### src/hw/rtl/stt_pkg.sv
// shared types, constants and lookup functions for the source text tokenizer
// no dependencies; used by the scanner, the result queue and the top level
package stt_pkg;

    localparam int unsigned MAX_TEXT_LENGTH = 65536;
    localparam int unsigned POS_W           = $clog2(MAX_TEXT_LENGTH);
    localparam logic [POS_W-1:0] POS_LAST   = POS_W'(MAX_TEXT_LENGTH - 1);

    localparam logic [15:0] LEN_MAX        = 16'hFFFF;
    localparam logic [15:0] MAX_TOKENS_RST = 16'hFFFF;
    localparam int unsigned KW_MAX_LEN     = 6;

    localparam int unsigned RES_FIFO_DEPTH = 4;
    localparam int unsigned RES_PTR_W      = $clog2(RES_FIFO_DEPTH);
    localparam int unsigned RES_CNT_W      = $clog2(RES_FIFO_DEPTH + 1);

    // result kinds
    localparam logic [1:0] RK_TOKEN = 2'd0;
    localparam logic [1:0] RK_END   = 2'd1;
    localparam logic [1:0] RK_ERROR = 2'd2;

    // error codes
    localparam logic [1:0] ERR_UNKNOWN  = 2'd0;
    localparam logic [1:0] ERR_UNCLOSED = 2'd1;
    localparam logic [1:0] ERR_BAD_NUM  = 2'd2;
    localparam logic [1:0] ERR_OVERFLOW = 2'd3;

    // token kinds
    localparam logic [5:0] TK_VOID    = 6'd0;
    localparam logic [5:0] TK_I16     = 6'd1;
    localparam logic [5:0] TK_U16     = 6'd2;
    localparam logic [5:0] TK_FN      = 6'd3;
    localparam logic [5:0] TK_IF      = 6'd4;
    localparam logic [5:0] TK_ELSE    = 6'd5;
    localparam logic [5:0] TK_WHILE   = 6'd6;
    localparam logic [5:0] TK_FOR     = 6'd7;
    localparam logic [5:0] TK_RETURN  = 6'd8;
    localparam logic [5:0] TK_LET     = 6'd9;
    localparam logic [5:0] TK_LITERAL = 6'd10;
    localparam logic [5:0] TK_IDENT   = 6'd11;
    localparam logic [5:0] TK_PLUS    = 6'd12;
    localparam logic [5:0] TK_MINUS   = 6'd13;
    localparam logic [5:0] TK_EQ      = 6'd14;
    localparam logic [5:0] TK_NE      = 6'd15;
    localparam logic [5:0] TK_GT      = 6'd16;
    localparam logic [5:0] TK_LT      = 6'd17;
    localparam logic [5:0] TK_GE      = 6'd18;
    localparam logic [5:0] TK_LE      = 6'd19;
    localparam logic [5:0] TK_LAND    = 6'd20;
    localparam logic [5:0] TK_LOR     = 6'd21;
    localparam logic [5:0] TK_NOT     = 6'd22;
    localparam logic [5:0] TK_AND     = 6'd23;
    localparam logic [5:0] TK_OR      = 6'd24;
    localparam logic [5:0] TK_XOR     = 6'd25;
    localparam logic [5:0] TK_TILDE   = 6'd26;
    localparam logic [5:0] TK_ASSIGN  = 6'd27;
    localparam logic [5:0] TK_SHL     = 6'd28;
    localparam logic [5:0] TK_SHR     = 6'd29;
    localparam logic [5:0] TK_DOT     = 6'd30;
    localparam logic [5:0] TK_LBRACE  = 6'd31;
    localparam logic [5:0] TK_RBRACE  = 6'd32;
    localparam logic [5:0] TK_LBRACK  = 6'd33;
    localparam logic [5:0] TK_RBRACK  = 6'd34;
    localparam logic [5:0] TK_LPAREN  = 6'd35;
    localparam logic [5:0] TK_RPAREN  = 6'd36;
    localparam logic [5:0] TK_SEMI    = 6'd37;
    localparam logic [5:0] TK_COLON   = 6'd38;
    localparam logic [5:0] TK_COMMA   = 6'd39;
    localparam logic [5:0] TK_ARROW   = 6'd40;

    typedef enum logic [3:0] {
        MODE_IDLE,
        MODE_SLASH,
        MODE_LINE,
        MODE_BLOCK,
        MODE_BLOCK_STAR,
        MODE_OPER,
        MODE_NUMBER,
        MODE_WORD,
        MODE_HALT
    } scan_mode_t;

    typedef struct packed {
        logic [1:0]  result_kind;
        logic [5:0]  token_kind;
        logic [15:0] token_start;
        logic [15:0] token_length;
        logic [1:0]  error_code;
        logic [15:0] token_total;
        logic        last_of_run;
    } result_t;

    // results produced by one accepted byte, in order
    typedef struct packed {
        logic [1:0] count;
        result_t    first;
        result_t    second;
    } push_t;

    typedef struct packed {
        logic       hit;
        logic [5:0] kind;
    } kind_lookup_t;

    function automatic logic is_alpha(logic [7:0] c);
        return (c >= "a" && c <= "z") || (c >= "A" && c <= "Z");
    endfunction

    function automatic logic is_digit(logic [7:0] c);
        return c >= "0" && c <= "9";
    endfunction

    function automatic logic is_space(logic [7:0] c);
        return c == " " || c == 8'h0A || c == 8'h0D || c == 8'h09;
    endfunction

    // first byte of a possible two-byte operator
    function automatic logic is_oper_lead(logic [7:0] c);
        return c == "-" || c == "<" || c == ">" || c == "=" || c == "!" ||
               c == "&" || c == "|";
    endfunction

    function automatic logic [15:0] clamp16(logic [POS_W-1:0] v);
        if (32'(v) > 32'hFFFF)
            return 16'hFFFF;
        else
            return 16'(v);
    endfunction

    function automatic kind_lookup_t single_kind(logic [7:0] c);
        kind_lookup_t r;
        r.hit  = 1'b1;
        r.kind = TK_PLUS;
        case (c)
            "+":     r.kind = TK_PLUS;
            "^":     r.kind = TK_XOR;
            "~":     r.kind = TK_TILDE;
            ".":     r.kind = TK_DOT;
            "{":     r.kind = TK_LBRACE;
            "}":     r.kind = TK_RBRACE;
            "[":     r.kind = TK_LBRACK;
            "]":     r.kind = TK_RBRACK;
            "(":     r.kind = TK_LPAREN;
            ")":     r.kind = TK_RPAREN;
            ";":     r.kind = TK_SEMI;
            ":":     r.kind = TK_COLON;
            ",":     r.kind = TK_COMMA;
            default: r.hit  = 1'b0;
        endcase
        return r;
    endfunction

    function automatic kind_lookup_t pair_kind(logic [7:0] p, logic [7:0] c);
        kind_lookup_t r;
        r.hit  = 1'b1;
        r.kind = TK_ARROW;
        if (p == "-" && c == ">")
            r.kind = TK_ARROW;
        else if (p == "<" && c == "<")
            r.kind = TK_SHL;
        else if (p == "<" && c == "=")
            r.kind = TK_LE;
        else if (p == ">" && c == ">")
            r.kind = TK_SHR;
        else if (p == ">" && c == "=")
            r.kind = TK_GE;
        else if (p == "=" && c == "=")
            r.kind = TK_EQ;
        else if (p == "!" && c == "=")
            r.kind = TK_NE;
        else if (p == "&" && c == "&")
            r.kind = TK_LAND;
        else if (p == "|" && c == "|")
            r.kind = TK_LOR;
        else
            r.hit = 1'b0;
        return r;
    endfunction

    function automatic logic [5:0] lone_kind(logic [7:0] p);
        logic [5:0] k;
        case (p)
            "-":     k = TK_MINUS;
            "<":     k = TK_LT;
            ">":     k = TK_GT;
            "=":     k = TK_ASSIGN;
            "!":     k = TK_NOT;
            "&":     k = TK_AND;
            default: k = TK_OR;
        endcase
        return k;
    endfunction

    // prefix holds the word's first bytes, last byte in the low bits
    function automatic kind_lookup_t keyword_kind(logic [15:0] len, logic [47:0] prefix);
        kind_lookup_t r;
        r.hit  = 1'b1;
        r.kind = TK_VOID;
        if (len == 16'd4 && prefix == 48'("void"))
            r.kind = TK_VOID;
        else if (len == 16'd3 && prefix == 48'("i16"))
            r.kind = TK_I16;
        else if (len == 16'd3 && prefix == 48'("u16"))
            r.kind = TK_U16;
        else if (len == 16'd4 && prefix == 48'("else"))
            r.kind = TK_ELSE;
        else if (len == 16'd5 && prefix == 48'("while"))
            r.kind = TK_WHILE;
        else if (len == 16'd3 && prefix == 48'("for"))
            r.kind = TK_FOR;
        else if (len == 16'd6 && prefix == 48'("return"))
            r.kind = TK_RETURN;
        else if (len == 16'd3 && prefix == 48'("let"))
            r.kind = TK_LET;
        else
            r.hit = 1'b0;
        return r;
    endfunction

    function automatic result_t make_result(logic [1:0] rk, logic [5:0] tk,
                                            logic [15:0] start, logic [15:0] len,
                                            logic [1:0] ec, logic [15:0] total);
        result_t r;
        r.result_kind  = rk;
        r.token_kind   = tk;
        r.token_start  = start;
        r.token_length = len;
        r.error_code   = ec;
        r.token_total  = total;
        r.last_of_run  = 1'b0;
        return r;
    endfunction

endpackage

### src/hw/rtl/stt_byte_if.sv
// input channel: one source byte per beat with valid/ready
// no dependencies
interface stt_byte_if;
    logic       valid;
    logic       ready;
    logic [7:0] source_byte;

    modport source (output valid, output source_byte, input ready);
    modport sink   (input valid, input source_byte, output ready);
endinterface

### src/hw/rtl/stt_result_if.sv
// output channel: one token, end or error result per beat with valid/ready
// no dependencies
interface stt_result_if;
    logic        valid;
    logic        ready;
    logic [1:0]  result_kind;
    logic [5:0]  token_kind;
    logic [15:0] token_start;
    logic [15:0] token_length;
    logic [1:0]  error_code;
    logic [15:0] token_total;
    logic        last_of_run;

    modport source (output valid, output result_kind, output token_kind,
                    output token_start, output token_length, output error_code,
                    output token_total, output last_of_run, input ready);
    modport sink   (input valid, input result_kind, input token_kind,
                    input token_start, input token_length, input error_code,
                    input token_total, input last_of_run, output ready);
endinterface

### src/hw/rtl/stt_scanner.sv
// scanner state registers and the per-byte next-state / result logic
// depends on stt_pkg
module stt_scanner
(
    input  logic                 clk,
    input  logic                 rst_n,
    input  logic                 byte_accept,
    input  logic [7:0]           source_byte,
    input  logic                 cfg_write_en,
    input  logic [15:0]          cfg_write_data,
    output stt_pkg::push_t       push
);

    stt_pkg::scan_mode_t           mode_reg, mode_next;
    logic [47:0]                   prefix_reg, prefix_next;
    logic [15:0]                   len_reg, len_next;
    logic                          kwp_reg, kwp_next;
    logic [7:0]                    pend_reg, pend_next;
    logic [stt_pkg::POS_W-1:0]     pos_reg, pos_next;
    logic [stt_pkg::POS_W-1:0]     start_reg, start_next;
    logic [15:0]                   count_reg, count_next;
    logic [15:0]                   max_tokens_reg;

    // first stage: the mode handler may emit a token or fail
    logic                          emit_a, fail_a, idle_after_a, do_idle;
    logic [5:0]                    emit_kind_a;
    logic [15:0]                   emit_len_a;
    logic [1:0]                    fail_code_a;
    logic                          fin;
    logic                          a_v, b_v, c_v;
    stt_pkg::result_t              res_a, res_b, res_c;
    stt_pkg::kind_lookup_t         pair_l, kw_l, single_l;
    logic [15:0]                   len_inc;
    logic [15:0]                   start16, pos16;
    logic [1:0]                    n_res;

    function automatic logic over_limit(logic [15:0] cnt, logic [15:0] mx);
        return ({1'b0, cnt} + 17'd1) >= {1'b0, mx};
    endfunction

    assign start16  = stt_pkg::clamp16(start_reg);
    assign pos16    = stt_pkg::clamp16(pos_reg);
    assign len_inc  = (len_reg != stt_pkg::LEN_MAX) ? len_reg + 16'd1 : len_reg;
    assign pair_l   = stt_pkg::pair_kind(pend_reg, source_byte);
    assign kw_l     = stt_pkg::keyword_kind(len_reg, prefix_reg);
    assign single_l = stt_pkg::single_kind(source_byte);

    always_ff @(posedge clk or negedge rst_n)
    begin
        if (!rst_n)
        begin
            mode_reg       <= stt_pkg::MODE_IDLE;
            prefix_reg     <= '0;
            len_reg        <= '0;
            kwp_reg        <= 1'b0;
            pend_reg       <= '0;
            pos_reg        <= '0;
            start_reg      <= '0;
            count_reg      <= '0;
            max_tokens_reg <= stt_pkg::MAX_TOKENS_RST;
        end
        else
        begin
            mode_reg   <= mode_next;
            prefix_reg <= prefix_next;
            len_reg    <= len_next;
            kwp_reg    <= kwp_next;
            pend_reg   <= pend_next;
            pos_reg    <= pos_next;
            start_reg  <= start_next;
            count_reg  <= count_next;
            if (cfg_write_en)
                max_tokens_reg <= cfg_write_data;
        end
    end

    always_comb
    begin
        mode_next    = mode_reg;
        prefix_next  = prefix_reg;
        len_next     = len_reg;
        kwp_next     = kwp_reg;
        pend_next    = pend_reg;
        pos_next     = pos_reg;
        start_next   = start_reg;
        count_next   = count_reg;
        emit_a       = 1'b0;
        fail_a       = 1'b0;
        idle_after_a = 1'b0;
        do_idle      = 1'b0;
        emit_kind_a  = stt_pkg::TK_VOID;
        emit_len_a   = '0;
        fail_code_a  = stt_pkg::ERR_UNKNOWN;
        fin          = 1'b0;
        a_v          = 1'b0;
        b_v          = 1'b0;
        c_v          = 1'b0;
        res_a        = '0;
        res_b        = '0;
        res_c        = '0;

        if (byte_accept)
        begin
            if (pos_reg < stt_pkg::POS_LAST)
                pos_next = pos_reg + stt_pkg::POS_W'(1);

            unique case (mode_reg)
                stt_pkg::MODE_HALT:
                begin
                end
                stt_pkg::MODE_SLASH:
                begin
                    if (source_byte == "/")
                        mode_next = stt_pkg::MODE_LINE;
                    else if (source_byte == "*")
                        mode_next = stt_pkg::MODE_BLOCK_STAR;
                    else
                    begin
                        fail_a      = 1'b1;
                        fail_code_a = stt_pkg::ERR_UNKNOWN;
                    end
                end
                stt_pkg::MODE_LINE:
                begin
                    if (source_byte == 8'h00)
                        fin = 1'b1;
                    else if (source_byte == 8'h0A)
                        mode_next = stt_pkg::MODE_IDLE;
                end
                stt_pkg::MODE_BLOCK, stt_pkg::MODE_BLOCK_STAR:
                begin
                    if (source_byte == 8'h00)
                    begin
                        fail_a      = 1'b1;
                        fail_code_a = stt_pkg::ERR_UNCLOSED;
                    end
                    else if (source_byte == "/" && mode_reg == stt_pkg::MODE_BLOCK_STAR)
                        mode_next = stt_pkg::MODE_IDLE;
                    else if (source_byte == "*")
                        mode_next = stt_pkg::MODE_BLOCK_STAR;
                    else
                        mode_next = stt_pkg::MODE_BLOCK;
                end
                stt_pkg::MODE_OPER:
                begin
                    emit_a = 1'b1;
                    if (pair_l.hit)
                        emit_kind_a = pair_l.kind;
                    else
                    begin
                        emit_kind_a  = stt_pkg::lone_kind(pend_reg);
                        idle_after_a = 1'b1;
                    end
                end
                stt_pkg::MODE_NUMBER:
                begin
                    if (stt_pkg::is_digit(source_byte))
                        len_next = len_inc;
                    else if (stt_pkg::is_alpha(source_byte))
                    begin
                        fail_a      = 1'b1;
                        fail_code_a = stt_pkg::ERR_BAD_NUM;
                    end
                    else
                    begin
                        emit_a       = 1'b1;
                        emit_kind_a  = stt_pkg::TK_LITERAL;
                        emit_len_a   = len_reg;
                        idle_after_a = 1'b1;
                    end
                end
                stt_pkg::MODE_WORD:
                begin
                    if (stt_pkg::is_alpha(source_byte) || stt_pkg::is_digit(source_byte))
                    begin
                        // fn and if are taken at their second letter
                        if (len_reg == 16'd1 && kwp_reg && prefix_reg[7:0] == "f" &&
                            source_byte == "n")
                        begin
                            emit_a      = 1'b1;
                            emit_kind_a = stt_pkg::TK_FN;
                        end
                        else if (len_reg == 16'd1 && kwp_reg && prefix_reg[7:0] == "i" &&
                                 source_byte == "f")
                        begin
                            emit_a      = 1'b1;
                            emit_kind_a = stt_pkg::TK_IF;
                        end
                        else
                        begin
                            if (len_reg < 16'(stt_pkg::KW_MAX_LEN))
                                prefix_next = {prefix_reg[39:0], source_byte};
                            len_next = len_inc;
                            if (len_inc > 16'(stt_pkg::KW_MAX_LEN))
                                kwp_next = 1'b0;
                        end
                    end
                    else if (kwp_reg && kw_l.hit)
                    begin
                        emit_a       = 1'b1;
                        emit_kind_a  = kw_l.kind;
                        idle_after_a = 1'b1;
                    end
                    else if (source_byte == "_")
                    begin
                        kwp_next = 1'b0;
                        len_next = len_inc;
                    end
                    else
                    begin
                        emit_a       = 1'b1;
                        emit_kind_a  = stt_pkg::TK_IDENT;
                        emit_len_a   = len_reg;
                        idle_after_a = 1'b1;
                    end
                end
                default:
                begin
                    mode_next = stt_pkg::MODE_IDLE;
                    do_idle   = 1'b1;
                end
            endcase

            // token or error out of the mode handler
            if (fail_a)
            begin
                a_v       = 1'b1;
                res_a     = stt_pkg::make_result(stt_pkg::RK_ERROR, stt_pkg::TK_VOID,
                                                 start16, 16'd0, fail_code_a, 16'd0);
                mode_next = stt_pkg::MODE_HALT;
            end
            else if (emit_a)
            begin
                a_v = 1'b1;
                if (over_limit(count_reg, max_tokens_reg))
                begin
                    res_a     = stt_pkg::make_result(stt_pkg::RK_ERROR, stt_pkg::TK_VOID,
                                                     start16, 16'd0, stt_pkg::ERR_OVERFLOW,
                                                     16'd0);
                    mode_next = stt_pkg::MODE_HALT;
                end
                else
                begin
                    res_a      = stt_pkg::make_result(stt_pkg::RK_TOKEN, emit_kind_a,
                                                      start16, emit_len_a,
                                                      stt_pkg::ERR_UNKNOWN, 16'd0);
                    count_next = count_reg + 16'd1;
                    mode_next  = stt_pkg::MODE_IDLE;
                    do_idle    = idle_after_a;
                end
            end

            // the byte starts something new from between tokens
            if (do_idle)
            begin
                start_next = pos_reg;
                if (source_byte == 8'h00)
                    fin = 1'b1;
                else if (stt_pkg::is_space(source_byte))
                begin
                end
                else if (source_byte == "/")
                    mode_next = stt_pkg::MODE_SLASH;
                else if (stt_pkg::is_digit(source_byte))
                begin
                    mode_next = stt_pkg::MODE_NUMBER;
                    len_next  = 16'd1;
                end
                else if (stt_pkg::is_alpha(source_byte) || source_byte == "_")
                begin
                    mode_next   = stt_pkg::MODE_WORD;
                    len_next    = 16'd1;
                    prefix_next = {40'd0, source_byte};
                    kwp_next    = stt_pkg::is_alpha(source_byte);
                end
                else if (stt_pkg::is_oper_lead(source_byte))
                begin
                    mode_next = stt_pkg::MODE_OPER;
                    pend_next = source_byte;
                end
                else if (single_l.hit)
                begin
                    b_v = 1'b1;
                    if (over_limit(count_next, max_tokens_reg))
                    begin
                        res_b     = stt_pkg::make_result(stt_pkg::RK_ERROR, stt_pkg::TK_VOID,
                                                         pos16, 16'd0, stt_pkg::ERR_OVERFLOW,
                                                         16'd0);
                        mode_next = stt_pkg::MODE_HALT;
                    end
                    else
                    begin
                        res_b      = stt_pkg::make_result(stt_pkg::RK_TOKEN, single_l.kind,
                                                          pos16, 16'd0, stt_pkg::ERR_UNKNOWN,
                                                          16'd0);
                        count_next = count_next + 16'd1;
                        mode_next  = stt_pkg::MODE_IDLE;
                    end
                end
                else
                begin
                    b_v       = 1'b1;
                    res_b     = stt_pkg::make_result(stt_pkg::RK_ERROR, stt_pkg::TK_VOID,
                                                     pos16, 16'd0, stt_pkg::ERR_UNKNOWN, 16'd0);
                    mode_next = stt_pkg::MODE_HALT;
                end
            end

            // end byte: report the count and re-arm
            if (source_byte == 8'h00 && (fin || mode_next == stt_pkg::MODE_HALT))
            begin
                c_v         = 1'b1;
                res_c       = stt_pkg::make_result(stt_pkg::RK_END, stt_pkg::TK_VOID, pos16,
                                                   16'd0, stt_pkg::ERR_UNKNOWN, count_next);
                mode_next   = stt_pkg::MODE_IDLE;
                prefix_next = '0;
                len_next    = '0;
                kwp_next    = 1'b0;
                pend_next   = '0;
                start_next  = '0;
                count_next  = '0;
                pos_next    = '0;
            end
        end
    end

    // pack the present results in order, at most two per byte
    always_comb
    begin
        n_res       = 2'(a_v) + 2'(b_v) + 2'(c_v);
        push.count  = n_res;
        push.first  = a_v ? res_a : (b_v ? res_b : res_c);
        push.second = (a_v && b_v) ? res_b : res_c;
        if (n_res == 2'd1)
            push.first.last_of_run = 1'b1;
        else
            push.second.last_of_run = 1'b1;
    end

endmodule

### src/hw/rtl/stt_result_fifo.sv
// small result queue: takes up to two results per cycle, gives one per beat
// depends on stt_pkg
module stt_result_fifo
(
    input  logic               clk,
    input  logic               rst_n,
    input  stt_pkg::push_t     push,
    input  logic               pop,
    output logic               room,
    output logic               not_empty,
    output stt_pkg::result_t   head
);

    stt_pkg::result_t                  entry_reg [stt_pkg::RES_FIFO_DEPTH];
    logic [stt_pkg::RES_PTR_W-1:0]     wr_ptr_reg, rd_ptr_reg;
    logic [stt_pkg::RES_CNT_W-1:0]     count_reg, count_next;
    logic [stt_pkg::RES_PTR_W-1:0]     wr_ptr_plus1;

    assign wr_ptr_plus1 = wr_ptr_reg + stt_pkg::RES_PTR_W'(1);
    assign not_empty    = (count_reg != '0);
    assign head         = entry_reg[rd_ptr_reg];
    // a byte may bring two results, so keep two slots free before accepting
    assign room         = (count_reg <= stt_pkg::RES_CNT_W'(stt_pkg::RES_FIFO_DEPTH - 2));
    assign count_next   = count_reg + stt_pkg::RES_CNT_W'(push.count)
                          - stt_pkg::RES_CNT_W'(pop);

    always_ff @(posedge clk or negedge rst_n)
    begin
        if (!rst_n)
        begin
            wr_ptr_reg <= '0;
            rd_ptr_reg <= '0;
            count_reg  <= '0;
        end
        else
        begin
            wr_ptr_reg <= wr_ptr_reg + stt_pkg::RES_PTR_W'(push.count);
            if (pop)
                rd_ptr_reg <= rd_ptr_reg + stt_pkg::RES_PTR_W'(1);
            count_reg <= count_next;
        end
    end

    always_ff @(posedge clk)
    begin
        if (push.count != 2'd0)
            entry_reg[wr_ptr_reg] <= push.first;
        if (push.count == 2'd2)
            entry_reg[wr_ptr_plus1] <= push.second;
    end

endmodule

### src/hw/rtl/source_text_tokenizer_unit.sv
// top level of the source text tokenizer: scanner plus result queue
// depends on stt_pkg, stt_byte_if, stt_result_if, stt_scanner, stt_result_fifo
//
//   channel      dir  payload                                         handshake
//   byte_in      in   source_byte                                     valid/ready
//   result_out   out  result_kind token_kind token_start token_length valid/ready
//                     error_code token_total last_of_run
//   cfg          in   cfg_write_data (max_tokens)                     cfg_write_en
//
// one byte is taken per cycle while ready is high; its zero, one or two results
// enter a four-entry queue in the same edge and leave one per beat from the
// following cycle; byte_in.ready is low only while the queue has fewer than two
// free entries, so a stalled result side holds off input once the queue fills
// rst_n clears the scanner state, the token count and the queue at once;
// max_tokens resets to 65535
module source_text_tokenizer_unit
(
    input  logic               clk,
    input  logic               rst_n,
    stt_byte_if.sink           byte_in,
    stt_result_if.source       result_out,
    input  logic               cfg_write_en,
    input  logic [15:0]        cfg_write_data
);

    stt_pkg::push_t     push;
    stt_pkg::result_t   head;
    logic               room;
    logic               not_empty;
    logic               byte_accept;
    logic               pop;

    assign byte_in.ready = room;
    assign byte_accept   = byte_in.valid && room;
    assign pop           = not_empty && result_out.ready;

    stt_scanner u_scanner
    (
        .clk            (clk),
        .rst_n          (rst_n),
        .byte_accept    (byte_accept),
        .source_byte    (byte_in.source_byte),
        .cfg_write_en   (cfg_write_en),
        .cfg_write_data (cfg_write_data),
        .push           (push)
    );

    stt_result_fifo u_result_fifo
    (
        .clk       (clk),
        .rst_n     (rst_n),
        .push      (push),
        .pop       (pop),
        .room      (room),
        .not_empty (not_empty),
        .head      (head)
    );

    assign result_out.valid        = not_empty;
    assign result_out.result_kind  = head.result_kind;
    assign result_out.token_kind   = head.token_kind;
    assign result_out.token_start  = head.token_start;
    assign result_out.token_length = head.token_length;
    assign result_out.error_code   = head.error_code;
    assign result_out.token_total  = head.token_total;
    assign result_out.last_of_run  = head.last_of_run;

endmodule

### src/flat_wrapper.sv
// flat-port wrapper written by rule: the top's interface ports become plain ports
module source_text_tokenizer_unit_flat 
  (clk, rst_n, cfg_write_en, cfg_write_data, byte_in_valid, byte_in_source_byte, byte_in_ready, result_out_valid, result_out_result_kind, result_out_token_kind, result_out_token_start, result_out_token_length, result_out_error_code, result_out_token_total, result_out_last_of_run, result_out_ready);
  stt_byte_if byte_in_i ();
  stt_result_if result_out_i ();
  input  logic clk;
  input  logic rst_n;
  input  logic cfg_write_en;
  input  logic [15:0] cfg_write_data;
  input wire logic [$bits(byte_in_i.valid)-1:0] byte_in_valid;
  input wire logic [$bits(byte_in_i.source_byte)-1:0] byte_in_source_byte;
  output wire logic [$bits(byte_in_i.ready)-1:0] byte_in_ready;
  output wire logic [$bits(result_out_i.valid)-1:0] result_out_valid;
  output wire logic [$bits(result_out_i.result_kind)-1:0] result_out_result_kind;
  output wire logic [$bits(result_out_i.token_kind)-1:0] result_out_token_kind;
  output wire logic [$bits(result_out_i.token_start)-1:0] result_out_token_start;
  output wire logic [$bits(result_out_i.token_length)-1:0] result_out_token_length;
  output wire logic [$bits(result_out_i.error_code)-1:0] result_out_error_code;
  output wire logic [$bits(result_out_i.token_total)-1:0] result_out_token_total;
  output wire logic [$bits(result_out_i.last_of_run)-1:0] result_out_last_of_run;
  input wire logic [$bits(result_out_i.ready)-1:0] result_out_ready;
  assign byte_in_i.valid = byte_in_valid;
  assign byte_in_i.source_byte = byte_in_source_byte;
  assign byte_in_ready = byte_in_i.ready;
  assign result_out_valid = result_out_i.valid;
  assign result_out_result_kind = result_out_i.result_kind;
  assign result_out_token_kind = result_out_i.token_kind;
  assign result_out_token_start = result_out_i.token_start;
  assign result_out_token_length = result_out_i.token_length;
  assign result_out_error_code = result_out_i.error_code;
  assign result_out_token_total = result_out_i.token_total;
  assign result_out_last_of_run = result_out_i.last_of_run;
  assign result_out_i.ready = result_out_ready;
  source_text_tokenizer_unit u_core (.clk(clk), .rst_n(rst_n), .byte_in(byte_in_i), .result_out(result_out_i), .cfg_write_en(cfg_write_en), .cfg_write_data(cfg_write_data));
endmodule
### config.mk
export PLATFORM = sky130hd
export DESIGN_NAME = source_text_tokenizer_unit_flat
export DESIGN_NICKNAME = d
export VERILOG_FILES = /design/src/hw/rtl/stt_pkg.sv /design/src/hw/rtl/stt_byte_if.sv /design/src/hw/rtl/stt_result_if.sv /design/src/hw/rtl/stt_scanner.sv /design/src/hw/rtl/stt_result_fifo.sv /design/src/hw/rtl/source_text_tokenizer_unit.sv /design/src/flat_wrapper.sv
export SDC_FILE = /design/constraint.sdc
export NUM_CORES = 1
export LEC_CHECK = 0
export BUFFER_PORTS_ARGS = -buffer_cell sky130_fd_sc_hd__buf_2
export CORE_MARGIN = 5
export CORE_UTILIZATION = 37
export DETAILED_ROUTE_END_ITERATION = 10
export PLACE_DENSITY = 0.6
export SYNTH_ARGS = -nofsm -noshare
export SYNTH_HDL_FRONTEND = slang
export SYNTH_SLANG_ARGS = --single-unit
### constraint.sdc
create_clock -name clk -period 23.2 [get_ports clk]
set_input_delay 1.16 -clock clk [delete_from_list [all_inputs] [get_ports clk]]
set_output_delay 1.16 -clock clk [all_outputs]
set_load 0.005 [all_outputs]
Yosys cells after proc, flatten, opt, wreduce, memory -nomap -nowiden. Memories as Yosys holds them, arrays and structs flattened. Cells that the tools add are included.

Register bits: 148. Bits in writable memories: 236. Input bits: 29. Output and inout port bits: 61. Memories kept: 1.

Memory list: u_core.u_result_fifo.entry_reg (depth 4, width 59, rd ports 1, clocked after Yosys merged registers in 0, wr ports 2, RTL line stt_result_fifo.sv:14) `stt_pkg::result_t entry_reg [stt_pkg::RES_FIFO_DEPTH];`.

Add/subtract/negate cells: 13. Magnitude comparators: 12. Equality and inequality tests: 68. Mux-type cells: 211. Reductions and logical operators: 57.

Operators with widths (count): 59-bit 2-to-1 mux (17); 16-bit 2-to-1 mux (37); 48-bit 2-to-1 mux (12); 48-bit by 23-bit equality test with 1-bit output (second input constant) (4); 8-bit by 6-bit equality test with 1-bit output (second input constant) (22); 4-bit 2-to-1 mux (30); 58-bit 2-to-1 mux (2); 8-bit by 7-bit equality test with 1-bit output (second input constant) (13); 48-bit by 31-bit equality test with 1-bit output (second input constant) (2); 1-bit 2-to-1 mux (77); 6-bit 2-to-1 mux (12); 6-bit one-hot mux with 12 select lines (1); 16-bit by 1-bit adder with 16-bit output (second input constant) (4); 8-bit 2-to-1 mux (8); 16-bit one-hot mux with 2 select lines (2); 16-bit by 3-bit equality test with 1-bit output (second input constant) (3); 48-bit by 39-bit equality test with 1-bit output (second input constant) (1); 48-bit by 47-bit equality test with 1-bit output (second input constant) (1); 16-bit by 1-bit adder with 17-bit output (second input constant) (2); 17-bit by 16-bit greater-or-equal comparator with 1-bit output (2); 1-bit logical AND (31); 5-bit one-hot mux with 6 select lines (1); 8-bit by 4-bit equality test with 1-bit output (second input constant) (3); 6-bit one-hot mux with 3 select lines (1); 39 further kinds (73).

Logic depth before layout (Yosys ltp).
Word-level depth: 39. Depth in mapped cells: 41.

By module. From an unflattened synthesis, not the netlist that was laid out.

Cells, all modules: 2033. Area total of the unflattened synthesis: 23318.6 sq um.

By module, submodules not included: stt_result_fifo (instances 1, cells an instance 613, area an instance 11762.5 sq um, sequential area each 7262.0 sq um); stt_scanner (instances 1, cells an instance 1418, area an instance 11543.6 sq um, sequential area each 3548.4 sq um); source_text_tokenizer_unit (instances 1, cells an instance 2, area an instance 12.5 sq um, sequential area each 0.0 sq um).

Least setup slack after synthesis. Ideal clock, no wire load.

Path kind: register to register. From: reg u_core.u_scanner.count_reg[0]. To: mem u_core.u_result_fifo.entry_reg[1][7] in the netlist's numbering (data pin). Setup time: 0.269 ns. Arrival: 7.695 ns. Data required time: 22.931 ns. Slack: 15.236 ns. Cell stages (with the launch flop): 39. Path buffers: 5. Clock period less this slack: 7.964 ns. Cells stage by stage: dfrtp_1 > ha_1 > clkbuf_1 > nand3_1 > nor4_1 > xor2_1 > ha_1 > nand4_1 > o41ai_1 > a31oi_1 > o211a_1 > and2_1 > buf_4 > o2111ai_4 > and2_1 > buf_2 > buf_1 > xnor2_1 > [3 not listed] > nor2_1 > a211o_1 > nor2_1 > xnor2_1 > ha_1 > a21oi_1 > nor2b_1 > o21ai_0 > nand2_1 > a21o_1 > a21oi_1 > o41ai_1 > a211oi_1 > nand2_1 > clkbuf_1 > nor4_1 > xor2_1 > nor2_1.

RTL lines: from (decl) (RTL line stt_scanner.sv:21) `logic [15:0] count_reg, count_next;`; from (signal assigned) (RTL line stt_scanner.sv:71) `count_reg <= count_next;`; to (decl) (RTL line stt_result_fifo.sv:14).

==> results by group <==
Die
  • # rows: 88
  • Die width: 252.3 um
  • Num ports: 90
  • Die Ht: between 200 and 300 um
  • Core area: 0.05792 mm^2
  • Die area: around 0.064 mm^2
  • Starting Density: 0.3751

Pwr
  • Seq pwr share: 0.407
  • Net Sw Frac: 0.3280
  • Post-layout power: 2073 uW
  • Clock power share: 0.339
  • Worst VDD drop: 0.00005702 V
  • Combinational Power Share: 0.253
  • PD cells: 85.46 mW/mm^2
  • Switch Pwr: 680.0 uW
  • Int Pwr: 1393 uW
  • Static Leak: 0.008730 uW

Place
  • Routability Congestion: 0.9756
  • PortBufs: 89
  • Worst slack at placement: 13.29 ns
  • Dpl hpwl: 48290 um

Worst setup path
  • Startpoint Class: flop
  • Delay-heaviest family, CP: simple AND/OR/NAND/NOR gates
  • Slowest cell on crit path: dfrtp_1
  • Crit path capture type: flop
  • Critical path type: flop to flop
  • Crit-path max FO: 21
  • Slowest Stage Delay on Critical Path: 0.57 ns
  • CP arrival: 10.29 ns
  • Critical Path Stages: 35
  • Worst EP required: 23.48 ns
  • Critical path's most frequent cell: nor2_1
  • Buf+Inv Stages, Crit Path: 1
  • Reg2reg path depth: 35

Route
  • Drt pass-1 iters: 6
  • WL final: 68370 um
  • DR DRC count: 0
  • DR vias/cell: 5.991
  • Drt first-iter violations: 1459
  • Antenna Nets Post-Route: 0
  • Routed len/inst: 23.18 um
  • DR vias: 17670

Clocking
  • Clock Latency Late Sink: about 0.57 ns
  • Clock-pin slew on the worst setup and hold paths: 0.07 ns
  • Longest Clk Path Bufs: 3
  • Num Clock Sinks: 384
  • Cts bufs inserted: 42
  • Post-CTS setup buffers: 0
  • TritonCTS clock tree: yes
  • Cts repair resizes: 0
  • H-tree depth: 2
  • Root Driver: clkbuf_16
  • Hold-fix buffers at CTS: 0

Global route
  • Gr ovfl total: 0
  • First-pass GRT wire length: 106400 um
  • GR Util All Layers: 0.2100
  • Largest net degree at the start of global routing: 95
  • Vias in the first global route: 17480
  • Antenna violations before repair: 4

Synthesis
  • Primary FF master, synth: edfxtp_1
  • Post-Syn Area: between 0.02 and 0.025 mm^2
  • Post-synth top cells: nand2_1, nor2_1, edfxtp_1
  • Cell with the most instances after synthesis: nand2_1
  • Count of cell types in the netlist: 108
  • Avg Cell Area, Syn: 10.17 um^2
  • Post-synth EDFFs: between 150 and 200
  • Synthesis-stage register bit count: 384
  • Synthesis Warnings: 0
  • Area leader, netlist: edfxtp_1
  • Sequential area share after synthesis: 0.4682
  • Net Count, Synth: 2208
  • Dominant cells by area after synthesis: edfxtp_1, dfrtp_1, mux4_2, dfxtp_1, a22o_1
  • Cell count after synthesis: 2135
  • Share of the synthesized area in the top cell type: 0.2378
  • Async SR Flop Fraction: 0.3854

Hold path
  • Hold Path Depth: 2
  • Min-delay worst type: flop to flop

Finish
  • Antenna cell count: 0
  • FILL cells: between 5000 and 6000
  • Final net count: 2224
  • Layout cells sized above 1: 0.1584
  • Number of flip-flops in the largest register: 236
  • Area Overhead vs Synth: 11.66%

Timing
  • Slew @ Worst Pin: 1.101 ns
  • Clock Skews: 0.02001 ns
  • Final period util: 0.4315
  • RSZ-0062 raised after global routing: no
  • Final TNS setup: 0 ns
  • Hold Fails Final Rpt: 0
  • Final Max Slew Viols: 0
  • Slew HR: 0.2639
  • Setup ws final: 13.19 ns
  • # setup viols final: 0
  • Fmax: 99.89 MHz
  • Minimum clock period: roughly 10 ns

Run status
  • Status: complete, no violations

Job
  • Max-cap check violation count: 0
-- final cells by class --
type / count / area [um^2] / area share
repair buffers: 121 / 691.9 / 0.02853
inverters: 51 / 191.4 / 0.007893
clock buffers: 54 / 1147 / 0.04730
well taps: 765 / 957.2 / 0.03946
clock inverters: 24 / 299.0 / 0.01233
multi-input cells: 1551 / 10790 / 0.4450
flip-flops and latches: 384 / 10170 / 0.4195
-- power groups by stage --
stage	Clock [uW]	Sequential, uW	Combinational, uW
floorplan	0	795	384
finish	703	844	525
detailed placement	0	857	531
CTS	717	844	532
global route	745	854	569
global placement	0	855	528
-- stage by stage --
| step | instance area, um^2 | std cells | util | hold WS [ns] |
|---|---|---|---|---|
| after detailed placement | 22810 | 2872 | 0.3938 | 0.4371 |
| after global placement | 22810 | 2872 | 0.3938 | 0.4281 |
| after global routing | 24250 | 2950 | 0.4188 | 0.4628 |
| after floorplan | 21720 | 2135 | - | 0.4198 |
| after CTS | 24250 | 2950 | 0.4188 | 0.4505 |
| final | 24250 | 2950 | 0.4188 | 0.4470 |
-- path summary, 6_finish.rpt --
path | from | endpoint | slack [ns]
max reg2reg | u_core.u_scanner.count_reg[0] | u_core.u_result_fifo.entry_reg[3][2] | 13.19
max | u_core.u_scanner.count_reg[0] | u_core.u_result_fifo.entry_reg[3][2] | 13.19
min reg2reg | u_core.u_result_fifo.entry_reg[3][34] | u_core.u_result_fifo.entry_reg[3][34] | 0.45
min | u_core.u_result_fifo.entry_reg[3][34] | u_core.u_result_fifo.entry_reg[3][34] | 0.45
max in group asynchronous | rst_n | u_core.u_result_fifo.rd_ptr_reg[0] | 21.09
min in group asynchronous | rst_n | u_core.u_scanner.prefix_reg[36] | 0.69
-- layer usage --
metal | global-route usage | vias up | wire length [um]
li1 | - | 8116 | -
met2 | 0.3436 | 587 | 32520
met1 | 0.2938 | 8833 | 29990
met3 | 0.02830 | 130 | 3949
met4 | 0.06157 | 8 | 1864
met5 | 0 | - | 53
-- cells by family (layout without fill, tap and decap cells) --
logic type      Yosys count  after routing  synth area share
xor+xnor                 74             74           0.03018
buf+inv                 200            250           0.03611
compound gates          557            557            0.1799
fa+ha+maj                44             44           0.02604
flops                   384            384            0.4682
simple gates            805            805            0.1923
mux                      71             71           0.06728
-- worst min-delay path, cell delays in order, from the launching register on --
cell and delay (ns):
dfxtp_1 0.32, nand2_1 0.04, o21ai_0 0.05
-- cells in the final DEF (no fill, tap or decap), types with 12 or more instances in the layout --
cell type	n
nand4b_1	15
inv_1	45
or2_2	12
dfrtp_1	130
ha_1	42
xnor2_1	39
buf_4	32
nand3_1	49
clkbuf_16	43
xor2_1	34
nor2b_1	14
a31oi_1	21
clkinv_2	12
dfxtp_1	64
nand2b_1	21
o21ai_0	149
nor3_1	56
dfstp_2	16
o21ai_1	15
nor4_1	29
or3_1	18
nand2_1	225
buf_2	88
a22o_1	144
edfxtp_1	172
mux4_2	59
nand4_1	38
and2_1	24
o22ai_1	37
a21oi_1	65
and3_1	24
nor2_1	189
Power figures use the tool's default switching activity.
